`config.mk`:
```
export PLATFORM = sky130hd
export DESIGN_NAME = cbf_div_stage
export DESIGN_NICKNAME = d
export VERILOG_FILES = /design/src/hdl/cbf_pkg.sv /design/src/hdl/cbf_div_stage.sv
export SDC_FILE = /design/constraint.sdc
export NUM_CORES = 1
export LEC_CHECK = 0
export BUFFER_PORTS_ARGS = -buffer_cell sky130_fd_sc_hd__buf_2
export CAP_MARGIN = 20
export CORE_MARGIN = 2
export CORE_UTILIZATION = 45
export CTS_CLUSTER_SIZE = 28
export DETAILED_ROUTE_END_ITERATION = 10
export GPL_ROUTABILITY_DRIVEN = 0
export PLACE_DENSITY_LB_ADDON = 0.3
export SYNTH_ARGS = -nofsm -noshare
export SYNTH_HDL_FRONTEND = slang
export SYNTH_SLANG_ARGS = --single-unit
```
`constraint.sdc`:
```
create_clock -name clk -period 11.2 [get_ports clk]
set_input_delay 0.56 -clock clk [delete_from_list [all_inputs] [get_ports clk]]
set_output_delay 0.56 -clock clk [all_outputs]
set_load 0.02 [all_outputs]
```
`src/hdl/cbf_pkg.sv`:
```
package cbf_pkg;

  // Field widths fixed by the interface.
  localparam int COORD_W    = 32;
  localparam int OUT_W      = 24;
  localparam int CLIP_W     = 23;
  localparam int CFG_DATA_W = 32;
  localparam int CFG_ADDR_W = 3;

  // Default curve subdivision and input fraction bits.
  localparam int SEGMENTS_DEF  = 10;
  localparam int FRAC_BITS_DEF = 8;

  // The quotient is resolved DIV_BITS bits per pipeline stage.
  localparam int DIV_BITS   = 4;
  localparam int DIV_STAGES = OUT_W / DIV_BITS;

  // Register map (word index) and reset values.
  localparam logic [CFG_ADDR_W-3:0] REG_CLIP_LIMIT = '0;
  localparam logic [CLIP_W-1:0]     CLIP_RESET     = 23'd32767;

  // Output coordinate saturation bounds.
  localparam logic signed [OUT_W-1:0] OUT_MAX = {1'b0, {(OUT_W-1){1'b1}}};
  localparam logic signed [OUT_W-1:0] OUT_MIN = {1'b1, {(OUT_W-1){1'b0}}};

  // One input segment.
  typedef struct packed {
    logic                      mode;
    logic signed [COORD_W-1:0] start_x;
    logic signed [COORD_W-1:0] start_y;
    logic signed [COORD_W-1:0] ctrl1_x;
    logic signed [COORD_W-1:0] ctrl1_y;
    logic signed [COORD_W-1:0] ctrl2_x;
    logic signed [COORD_W-1:0] ctrl2_y;
    logic signed [COORD_W-1:0] end_x;
    logic signed [COORD_W-1:0] end_y;
  } cbf_in_t;

  // One line-to point.
  typedef struct packed {
    logic                    draw_target;
    logic signed [OUT_W-1:0] point_x;
    logic signed [OUT_W-1:0] point_y;
    logic                    visible;
    logic                    last_point;
  } cbf_out_t;

  // Per-point flags that travel alongside the datapath.
  typedef struct packed {
    logic draw_target;
    logic last_point;
    logic neg_x;
    logic neg_y;
    logic sat_x;
    logic sat_y;
    logic visible;
  } cbf_side_t;

  // Bernstein weight of control point idx at t = k/n, scaled by n^3.
  // Only evaluated on constants at elaboration.
  function automatic longint cbf_weight(input int n, input int k, input int idx);
    longint a;
    longint kk;
    longint res;
    a  = longint'(n - k);
    kk = longint'(k);
    case (idx)
      0:       res = a * a * a;
      1:       res = 3 * kk * a * a;
      2:       res = 3 * kk * kk * a;
      default: res = kk * kk * kk;
    endcase
    return res;
  endfunction

endpackage

```
`src/hdl/cbf_div_stage.sv`:
```
module cbf_div_stage
  import cbf_pkg::*;
#(
  parameter int N3   = SEGMENTS_DEF * SEGMENTS_DEF * SEGMENTS_DEF,
  parameter int N3_W = $clog2(N3 + 1)
) (
  input  logic              clk,
  input  logic              en,
  input  logic [N3_W-1:0]   rem_i,
  input  logic [OUT_W-1:0]  quo_i,
  output logic [N3_W-1:0]   rem_o,
  output logic [OUT_W-1:0]  quo_o
);

  logic [N3_W-1:0]  rem_nxt;
  logic [OUT_W-1:0] quo_nxt;
  logic [N3_W:0]    trial;
  logic [N3_W-1:0]  rem_r;
  logic [OUT_W-1:0] quo_r;

  // Restoring division, DIV_BITS quotient bits per stage. The quotient word
  // starts as the low dividend bits and the quotient bits shift in at the bottom.
  always_comb begin
    rem_nxt = rem_i;
    quo_nxt = quo_i;
    trial   = '0;
    for (int b = 0; b < DIV_BITS; b++) begin
      trial = {rem_nxt, quo_nxt[OUT_W-1]};
      if (trial >= (N3_W+1)'(N3)) begin
        rem_nxt = N3_W'(trial - (N3_W+1)'(N3));
        quo_nxt = {quo_nxt[OUT_W-2:0], 1'b1};
      end else begin
        rem_nxt = trial[N3_W-1:0];
        quo_nxt = {quo_nxt[OUT_W-2:0], 1'b0};
      end
    end
  end

  // Stage register; advances with the rest of the pipeline.
  always_ff @(posedge clk) begin
    if (en) begin
      rem_r <= rem_nxt;
      quo_r <= quo_nxt;
    end
  end

  assign rem_o = rem_r;
  assign quo_o = quo_r;

endmodule

```
==> impl_results.md, run 1 <==
- Row count: 24
- Post-DRT Antenna Nets: 0
- TritonRoute pass-1 iters: 4
- Final worst-path cycle share: 39.0%
- Mapped Nets: 225
- Drt drc: 0
- Most frequent cells in the layout: buf_2 (69), edfxtp_1 (34), nor2_1 (13)
- Final Non-Filler Cells: 307
- IO Count: 70
- CTS buffer count: 5
- IO buf count: 69
- DRT iter0 DRCs: 80
- PostCTS Resize Cnt: 0
- Post-synthesis async set-or-reset flop share: 0%
- Largest net degree at the start of global routing: 35
- Initial antenna violation count: 0
- Post-synth top area share: 48.5%
- Post-DP HPWL: 3190 um
- Register area: 1020 um2
- Full die area: 5240 um2
- Met1 usage: 18.9%
- Sequential share of the synthesized area: 48.5%
- Critical path required time: 11.23 ns
- Final Hold Viols: 0
- Highest clock rate: 229 MHz
- Peak VDD IR: 0.0000731 V
- Vias: 1715
- Chip Height: 72.4 um
- Final WL: 4110 um
- Total GRT Usage: 16.0%
- Crit-path max FO: 9
- Post-layout util: 58.8%
- Clock network fraction of total power: 33.7%
- Sw Share: 27.7%
- Leak: 1.04 nW
- Power per cell area: 151 nW/um2
- Initial Util: 47.6%
- Hold path cells: 1
- Met3 usage: 3.19%
- Clock transition at path regs: 0.07 ns
- Nets: 291
- Max-slew violation count: 0
- Core area: 4410 um2
- Met2 GRT Util: 28.6%
- Area contributors post-synth: edfxtp_1 (49%), xnor2_1 (2.9%), mux2i_1 (2.4%)
- Worst Path Arrival: 4.40 ns
- Root Driver: clkbuf_8
- Num Clock Sinks: 34
- Crit path kind: in2reg
- Vias in the first global route: 1525
- Worst-Margin Slew: 0.726 ns
- Int Power: 284 uW
- GRT overflow: 0
- Placed cells: 299
- FILL cells: 375
- Worst setup EP type: flop
- Top FF cell, synth: edfxtp_1
- Syn Area/Cell: 11.2 um2
- Hold Crit Class: in2reg
- Cts hold-fix bufs: 0
- Crit start category: primary input
- Status: finished clean
- Tmin final: 4.37 ns
- Synthesized area: 2100 um2
- Power share of the combinational group: 25.7%
- Avg Vias per Cell: 5.59
- Fraction of layout cells with a size suffix above 1: 35.7%
- Synth Warn #: 0
- Worst slew margin: 51.6%
- Cell taking the most area after synthesis: edfxtp_1
- Global-route wire length before repair: 6590 um
- Clock buffer depth: 2
- Multi-input gate area: 1000 um2
- Number of synthesized flops with an enable pin: 34
- Post-CTS Setup Bufs: 0
- Sequential Power Share: 40.6%
- Setup TNS: 0 ns
- Final setup vio count: 0
- Placement Cell Area: 2460 um2
- CTS tree: done
- Post-Syn Instances: 188
- Synth Register Bits: 34
- Max capacitance violation total: 0
- Distinct cells, synth: 56
- WHS: 0.451 ns
- Final instance area: 2600 um2
- H-Tree Depth: 2
- DIE WIDTH: 72.4 um
- Commonest non-fill, non-tap cell in the layout: buf_2
- P_sw: 109 uW
- RSZ-0062 raised after global routing: false
- Drt wl/cell: 13.4 um
- P&R area growth vs syn: 23.4%
- Layer with the highest usage: met2
- Ant. Diodes: 0
metal layers:
layer	wire length (um)	up-vias	share of wire (%)
met5	0	-	0
met4	54	0	1.3
met3	269	6	6.5
met2	2060	51	50
met1	1720	803	42
li1	-	855	-
layout make-up:
type | count | share of cell area [%]
clock buffer | 5 | 2.65
clock inverter | 3 | 2.65
inverter | 7 | 1.01
multi-input combinational | 137 | 38.6
sequential | 34 | 39.3
tap | 52 | 2.51
timing repair buffer | 69 | 13.3
cell families after synthesis:
family / synth area share (%)
and+or+nand+nor: 18.5
AOI/OAI and AO/OA: 19.5
DFF: 48.5
buffers and inverters: 3.87
xor gates and xnor gates: 4.58
muxes: 3.45
adders and majority gates: 1.55
state kept, by name, indices dropped and copies added (netlist names):
name   flops
rem_o     10
quo_o     24
metrics by stage:
| step | worst slack [ns] | power (mW) |
|---|---|---|
| floorplan | 6.78 | 0.236 |
| global placement | 6.55 | 0.263 |
| detailed placement | 6.53 | 0.264 |
| CTS | 6.83 | 0.398 |
| global route | 6.54 | 0.414 |
| finish | 6.83 | 0.393 |
worst max-delay path, stage by stage:
cell and delay [ns]:
buf_2 0.12, inv_1 0.16, ha_1 0.37, o41ai_1 0.15, a311o_1 0.38, nand2_1 0.18, nand4_4 0.15, or4_4 0.54
and2_4 0.18, a211o_1 0.28, or4_1 0.48, o31a_4 0.33, a211oi_4 0.26, o21ai_1 0.12, xnor2_1 0.14
power groups by stage:
stage	clock network [mW]	logic [mW]	registers, mW
detailed placement	0	0.102	0.163
global placement	0	0.101	0.162
finish	0.132	0.101	0.160
floorplan	0	0.0546	0.181
global route	0.142	0.111	0.161
CTS	0.136	0.102	0.160
synthesized netlist by cell type (all sizes together) (2+ instances only):
master / n
edfxtp: 34
nor2: 13
a21oi: 9
nand2: 9
and2: 7
inv: 7
o21ai: 7
xnor2: 7
a31oi: 6
clkbuf: 6
nor2b: 6
mux2i: 5
nand3: 5
nor3: 5
buf: 4
o21a: 4
xor2: 4
a211oi: 3
a41o: 3
nand2b: 3
nand4: 3
or4: 3
a211o: 2
a311oi: 2
and3b: 2
and4: 2
maj3: 2
mux2: 2
o211ai: 2
o22ai: 2
o31ai: 2
path summary, 6_finish.rpt:
check	startpoint	to	slack, ns
setup / recovery	rem_i[2]	rem_o[9]	6.83
hold / removal	quo_i[17]	quo_o[21]	0.45
Note: power is estimated with default switching activity, not from simulation.
==> inputs of run 2 (changes only) <==
==> constraint.sdc (replaced) <==
create_clock -name clk -period 4 [get_ports clk]
set_input_delay 0.2 -clock clk [delete_from_list [all_inputs] [get_ports clk]]
set_output_delay 0.2 -clock clk [all_outputs]
set_load 0.02 [all_outputs]
==> run 2 against run 1 <==
Utilization increased by 2.5 points. Hold slack lost 0.35 ns. Critical path depth down 2. Power increased to 2.5 times the previous value. Cell count grew 7.2%. Non-clock buffer count is 22 higher. Design area is 4.2% higher. Critical path type unchanged. Highest routed layer unchanged.
==> impl_results.md, run 2 (same netlist as run 1, synthesis figures left out) <==
- Leak: 1.12 nW (was 1.04 nW)
- Vias in the first global route: 1594 (was 1525)
- Placement Setup Slack: 0.0433 ns (was 6.53 ns)
- Post-layout util: 61.3% (was 58.8%)
- Initial Util: 47.6% (unchanged)
- DIE WIDTH: 72.4 um (unchanged)
- Critical path required time: 4.02 ns (was 11.23 ns)
- Num Clock Sinks: 34 (unchanged)
- Worst-Margin Slew: 0.705 ns (was 0.726 ns)
- GRT overflow: 0 (unchanged)
- Final Hold Viols: 0 (unchanged)
- Most frequent cells in the layout: buf_2 (69), edfxtp_1 (34), buf_4 (22) (was buf_2 (69), edfxtp_1 (34), nor2_1 (13))
- CTS buffer count: 5 (unchanged)
- Ant. Diodes: 0 (unchanged)
- TritonRoute pass-1 iters: 4 (unchanged)
- Core area: 4410 um2 (unchanged)
- Final Non-Filler Cells: 329 (was 307)
- DRT iter0 DRCs: 106 (was 80)
- Power per cell area: 365 nW/um2 (was 151 nW/um2)
- Final WL: 4350 um (was 4110 um)
- Post-DP HPWL: 3470 um (was 3190 um)
- H-Tree Depth: 2 (unchanged)
- IO buf count: 69 (unchanged)
- Crit path kind: in2reg (unchanged)
- Setup TNS: 0 ns (unchanged)
- Chip Height: 72.4 um (unchanged)
- Initial antenna violation count: 0 (unchanged)
- Hold Crit Class: in2reg (unchanged)
- Crit start category: primary input (unchanged)
- Drt wl/cell: 13.2 um (was 13.4 um)
- Largest register FFs: 24 (unchanged)
- Fraction of layout cells with a size suffix above 1: 40.1% (was 35.7%)
- Root Driver: clkbuf_8 (unchanged)
- Global-route wire length before repair: 7130 um (was 6590 um)
- Setup ws final: 0.321 ns (was 6.83 ns)
- Final worst-path cycle share: 92.0%
- Drt drc: 0 (unchanged)
- Largest net degree at the start of global routing: 35 (unchanged)
- Clock transition at path regs: 0.06 ns (was 0.07 ns)
- Final setup vio count: 0 (unchanged)
- Post-CTS Setup Bufs: 0 (unchanged)
- Clock buffer depth: 2 (unchanged)
- Cts hold-fix bufs: 0 (unchanged)
- Vias: 1768 (was 1715)
- Commonest non-fill, non-tap cell in the layout: buf_2 (unchanged)
- Worst Path Arrival: 3.70 ns (was 4.40 ns)
- CTS tree: done (unchanged)
- Avg Vias per Cell: 5.37 (was 5.59)
- RSZ-0062 raised after global routing: false (unchanged)
- Post-DRT Antenna Nets: 0 (unchanged)
- Highest clock rate: 272 MHz
- Status: finished clean (unchanged)
- Peak VDD IR: 0.000170 V (was 0.0000731 V)
- Tmin final: 3.68 ns
- IO Count: 70 (unchanged)
- Worst setup EP type: flop (unchanged)
- Full die area: 5240 um2 (unchanged)
- Total GRT Usage: 17.2% (was 16.0%)
- PostCTS Resize Cnt: 0 (unchanged)
- Max-slew violation count: 0 (unchanged)
- P&R area growth vs syn: 28.6% (was 23.4%)
- Multi-input gate area: 1000 um2 (unchanged)
- Nets: 313 (was 291)
- FILL cells: 375 (unchanged)
- Max capacitance violation total: 0 (unchanged)
- Register area: 1020 um2 (unchanged)
- WHS: 0.102 ns (was 0.451 ns)
- Row count: 24 (unchanged)
- Placed cells: 321 (was 299)
- Crit-path max FO: 6 (was 9)
- Worst slew margin: 53.0% (was 51.6%)
[run 2: cell types whose count changed in the layout (fill, tap and decap cells not counted), sizes merged]
cell / previous run / this run
buf: 69 / 91
clkbuf: 5 / 6
clkinv: 1 / 2
bufinv: 2 / 0
[run 2: where the power goes]
group / leakage (nW) / switching [mW] / internal [mW]
clock network: 0.0426 / 0.105 / 0.119
registers: 0.333 / 0.00763 / 0.440
logic: 0.746 / 0.184 / 0.132
total: 1.12 / 0.297 / 0.691
[run 2: cell type report]
cell class	instances	share of cell area [%]
clock inverters	2	0.324
flip-flops and latches	34	37.7
repair buffers	91	18.9
multi-input cells	137	37.0
clock buffers	6	2.68
well taps	52	2.41
inverters	7	0.971
[run 2: worst max-delay path, stage by stage]
cell and delay (ns):
buf_2 0.10, or4_4 0.54, o211a_4 0.28, o21ai_4 0.22, nand4_4 0.12, or4_4 0.52
and2_4 0.16, a211o_1 0.27, or4_1 0.48, o31a_4 0.33, a211oi_4 0.23, o21ai_1 0.11
xnor2_1 0.13
[run 2: worst paths after layout]
| check | start | endpoint | slack [ns] | depth (start not counted) |
|---|---|---|---|---|
| max | rem_i[0] | rem_o[9] | 0.32 | 13 |
| min | quo_i[2] | quo_o[6] | 0.10 | 1 |
[run 2: per-stage QoR]
step                area (um2)  total power, mW
floorplan                 2100            0.661
global route              2710             1.05
detailed placement        2620            0.771
CTS                       2710            0.999
global placement          2620            0.767
finish                    2710            0.988
[run 2: routing by layer]
metal  GRT usage, %  vias to the layer above  wire length [um]
met5              0                        -                 0
met4           3.98                        0                32
met3           4.31                        4               328
met2           29.2                       62              2130
met1           22.2                      810              1850
li1               -                      892                 -
==> inputs of run 3 (changes only) <==
--- a/config.mk
+++ b/config.mk
@@ -7,8 +7,10 @@
 export LEC_CHECK = 0
 export BUFFER_PORTS_ARGS = -buffer_cell sky130_fd_sc_hd__buf_2
 export CAP_MARGIN = 20
+export CORE_ASPECT_RATIO = 1.4
 export CORE_MARGIN = 2
 export CORE_UTILIZATION = 45
+export CTS_BUF_LIST = sky130_fd_sc_hd__clkbuf_4 sky130_fd_sc_hd__clkbuf_8
 export CTS_CLUSTER_SIZE = 28
 export DETAILED_ROUTE_END_ITERATION = 10
 export GPL_ROUTABILITY_DRIVEN = 0
==> run 3 against run 2 <==
Sequential share of layout area is 1.1 points lower. Sequential power about the same. Fmax grew 1.0%. Sequential cell count unchanged. Count of clock-buffer cells in the layout is 1 lower. Utilization is 0.68 points higher. Design area is 3.1% higher. Largest cell class unchanged.
==> impl_results.md, run 3 (same netlist as run 1, synthesis figures left out) <==
- Worst setup EP type: flop (unchanged)
- Worst Path Arrival: 3.68 ns (was 3.70 ns)
- Setup TNS: 0 ns (unchanged)
- Placement Cell Area: 2670 um2 (was 2620 um2)
- Drt drc: 0 (unchanged)
- Final Non-Filler Cells: 344 (was 329)
- Leak: 1.15 nW (was 1.12 nW)
- H-Tree Depth: 2 (unchanged)
- Cts hold-fix bufs: 0 (unchanged)
- RSZ-0062 raised after global routing: false (unchanged)
- Highest clock rate: 275 MHz (was 272 MHz)
- Full die area: 5240 um2 (about the same)
- Post-DP HPWL: 3650 um (was 3470 um)
- Chip Height: 84.9 um (was 72.4 um)
- Fraction of layout cells with a size suffix above 1: 41.8% (was 40.1%)
- DIE WIDTH: 61.8 um (was 72.4 um)
- Hold path cells: 1 (unchanged)
- WHS: 0.0850 ns (was 0.102 ns)
- Clock buffer depth: 2 (unchanged)
- Post-CTS Setup Bufs: 0 (unchanged)
- Hold Crit Class: in2reg (unchanged)
- Peak VDD IR: 0.000172 V (was 0.000170 V)
- Nets: 318 (was 313)
- CTS tree: done (unchanged)
- IO Count: 70 (unchanged)
- Tmin final: 3.64 ns (was 3.68 ns)
- Crit start category: primary input (unchanged)
- Vias: 1834 (was 1768)
- Max-slew violation count: 0 (unchanged)
- Most frequent cells in the layout: buf_2 (69), edfxtp_1 (34), buf_4 (27) (was buf_2 (69), edfxtp_1 (34), buf_4 (22))
- Root Driver: clkbuf_8 (unchanged)
- Crit path kind: in2reg (unchanged)
- Global-route wire length before repair: 7470 um (was 7130 um)
- DRT iter0 DRCs: 50 (was 106)
- Critical path required time: 4.04 ns (was 4.02 ns)
- Largest net degree at the start of global routing: 35 (unchanged)
- Final worst-path cycle share: 91.1% (was 92.0%)
- Avg Vias per Cell: 5.33 (was 5.37)
- P&R area growth vs syn: 32.5% (was 28.6%)
- GRT overflow: 0 (unchanged)
- Final WL: 4510 um (was 4350 um)
- TritonRoute pass-1 iters: 4 (unchanged)
- Placed cells: 336 (was 321)
- FILL cells: 397 (was 375)
- Core area: 4500 um2 (was 4410 um2)
- Vias in the first global route: 1753 (was 1594)
- Status: finished clean (unchanged)
- Post-DRT Antenna Nets: 0 (unchanged)
- Multi-input gate area: 1000 um2 (unchanged)
- Final instance area: 2790 um2 (was 2710 um2)
- Largest register FFs: 24 (unchanged)
- PostCTS Resize Cnt: 0 (unchanged)
- Num Clock Sinks: 34 (unchanged)
- CTS buffer count: 5 (unchanged)
- Power per cell area: 388 nW/um2 (was 365 nW/um2)
- Row count: 29 (was 24)
- Commonest non-fill, non-tap cell in the layout: buf_2 (unchanged)
- Final setup vio count: 0 (unchanged)
- IO buf count: 69 (unchanged)
- Ant. Diodes: 0 (unchanged)
- Worst-Margin Slew: 0.713 ns (was 0.705 ns)
- Initial antenna violation count: 0 (unchanged)
- Max capacitance violation total: 0 (unchanged)
- Final Hold Viols: 0 (unchanged)
- Register area: 1020 um2 (unchanged)
- Crit-path max FO: 6 (unchanged)
- Initial Util: 46.7% (was 47.6%)
- Total GRT Usage: 18.4% (was 17.2%)
- Drt wl/cell: 13.1 um (was 13.2 um)
- Clock transition at path regs: 0.07 ns (was 0.06 ns)
- Worst slew margin: 52.5% (was 53.0%)
==> run 3: cell count changes in the layout (fill, tap and decap cells not counted) <==
cell,change
clkinv_1,-1
buf_4,+5
clkinv_2,-1
bufinv_16,+1
clkbuf_1,-1
clkinvlp_4,+2
==> run 3: path summary, 6_finish.rpt <==
kind | slack (ns) | startpoint | endpoint
worst max-delay path | 0.36 | rem_i[0] | rem_o[9]
worst min-delay path | 0.09 | quo_i[10] | quo_o[14]
==> run 3: area by class of cell <==
type	instances	area share [%]
Tap cell	62	2.78
Sequential cell	34	36.6
Inverter	7	0.943
Multi-Input combinational cell	137	35.9
Clock buffer	5	2.47
Timing Repair Buffer	96	19.7
Clock inverter	3	1.62
==> run 3: metrics by stage <==
step	setup WS (ns)	util, %	total power [mW]
2_1_floorplan	0.00659	-	0.661
3_3_place_gp	0.0823	59.4	0.774
3_5_place_dp	0.0250	59.4	0.779
4_1_cts	0.329	62.0	1.09
5_1_grt	0.120	62.0	1.13
6_report	0.358	62.0	1.08
==> run 3: report_power, final <==
part,internal [mW],leakage [nW],switching [mW],total [mW]
clock,0.185,0.0504,0.126,0.311
sequential,0.439,0.333,0.00722,0.447
combinational,0.138,0.770,0.186,0.324
total,0.762,1.15,0.319,1.08
==> run 3: worst max-delay path, cell delays in order <==
cell and delay, ns:
buf_2 0.11, or4_4 0.53, o211a_4 0.28, nor3_1 0.25, xor2_1 0.17, or4_4 0.44
and2_4 0.15, a211o_1 0.28, or4_1 0.48, o31a_4 0.33, a211oi_4 0.22, o21ai_1 0.11
xnor2_1 0.13
==> run 3: metal layers <==
metal / global-route usage, % / part of all wire, %
met1: 19.6 / 39
met2: 34.4 / 55
met3: 2.90 / 4.1
met4: 6.58 / 2.2
met5: 0 / 0
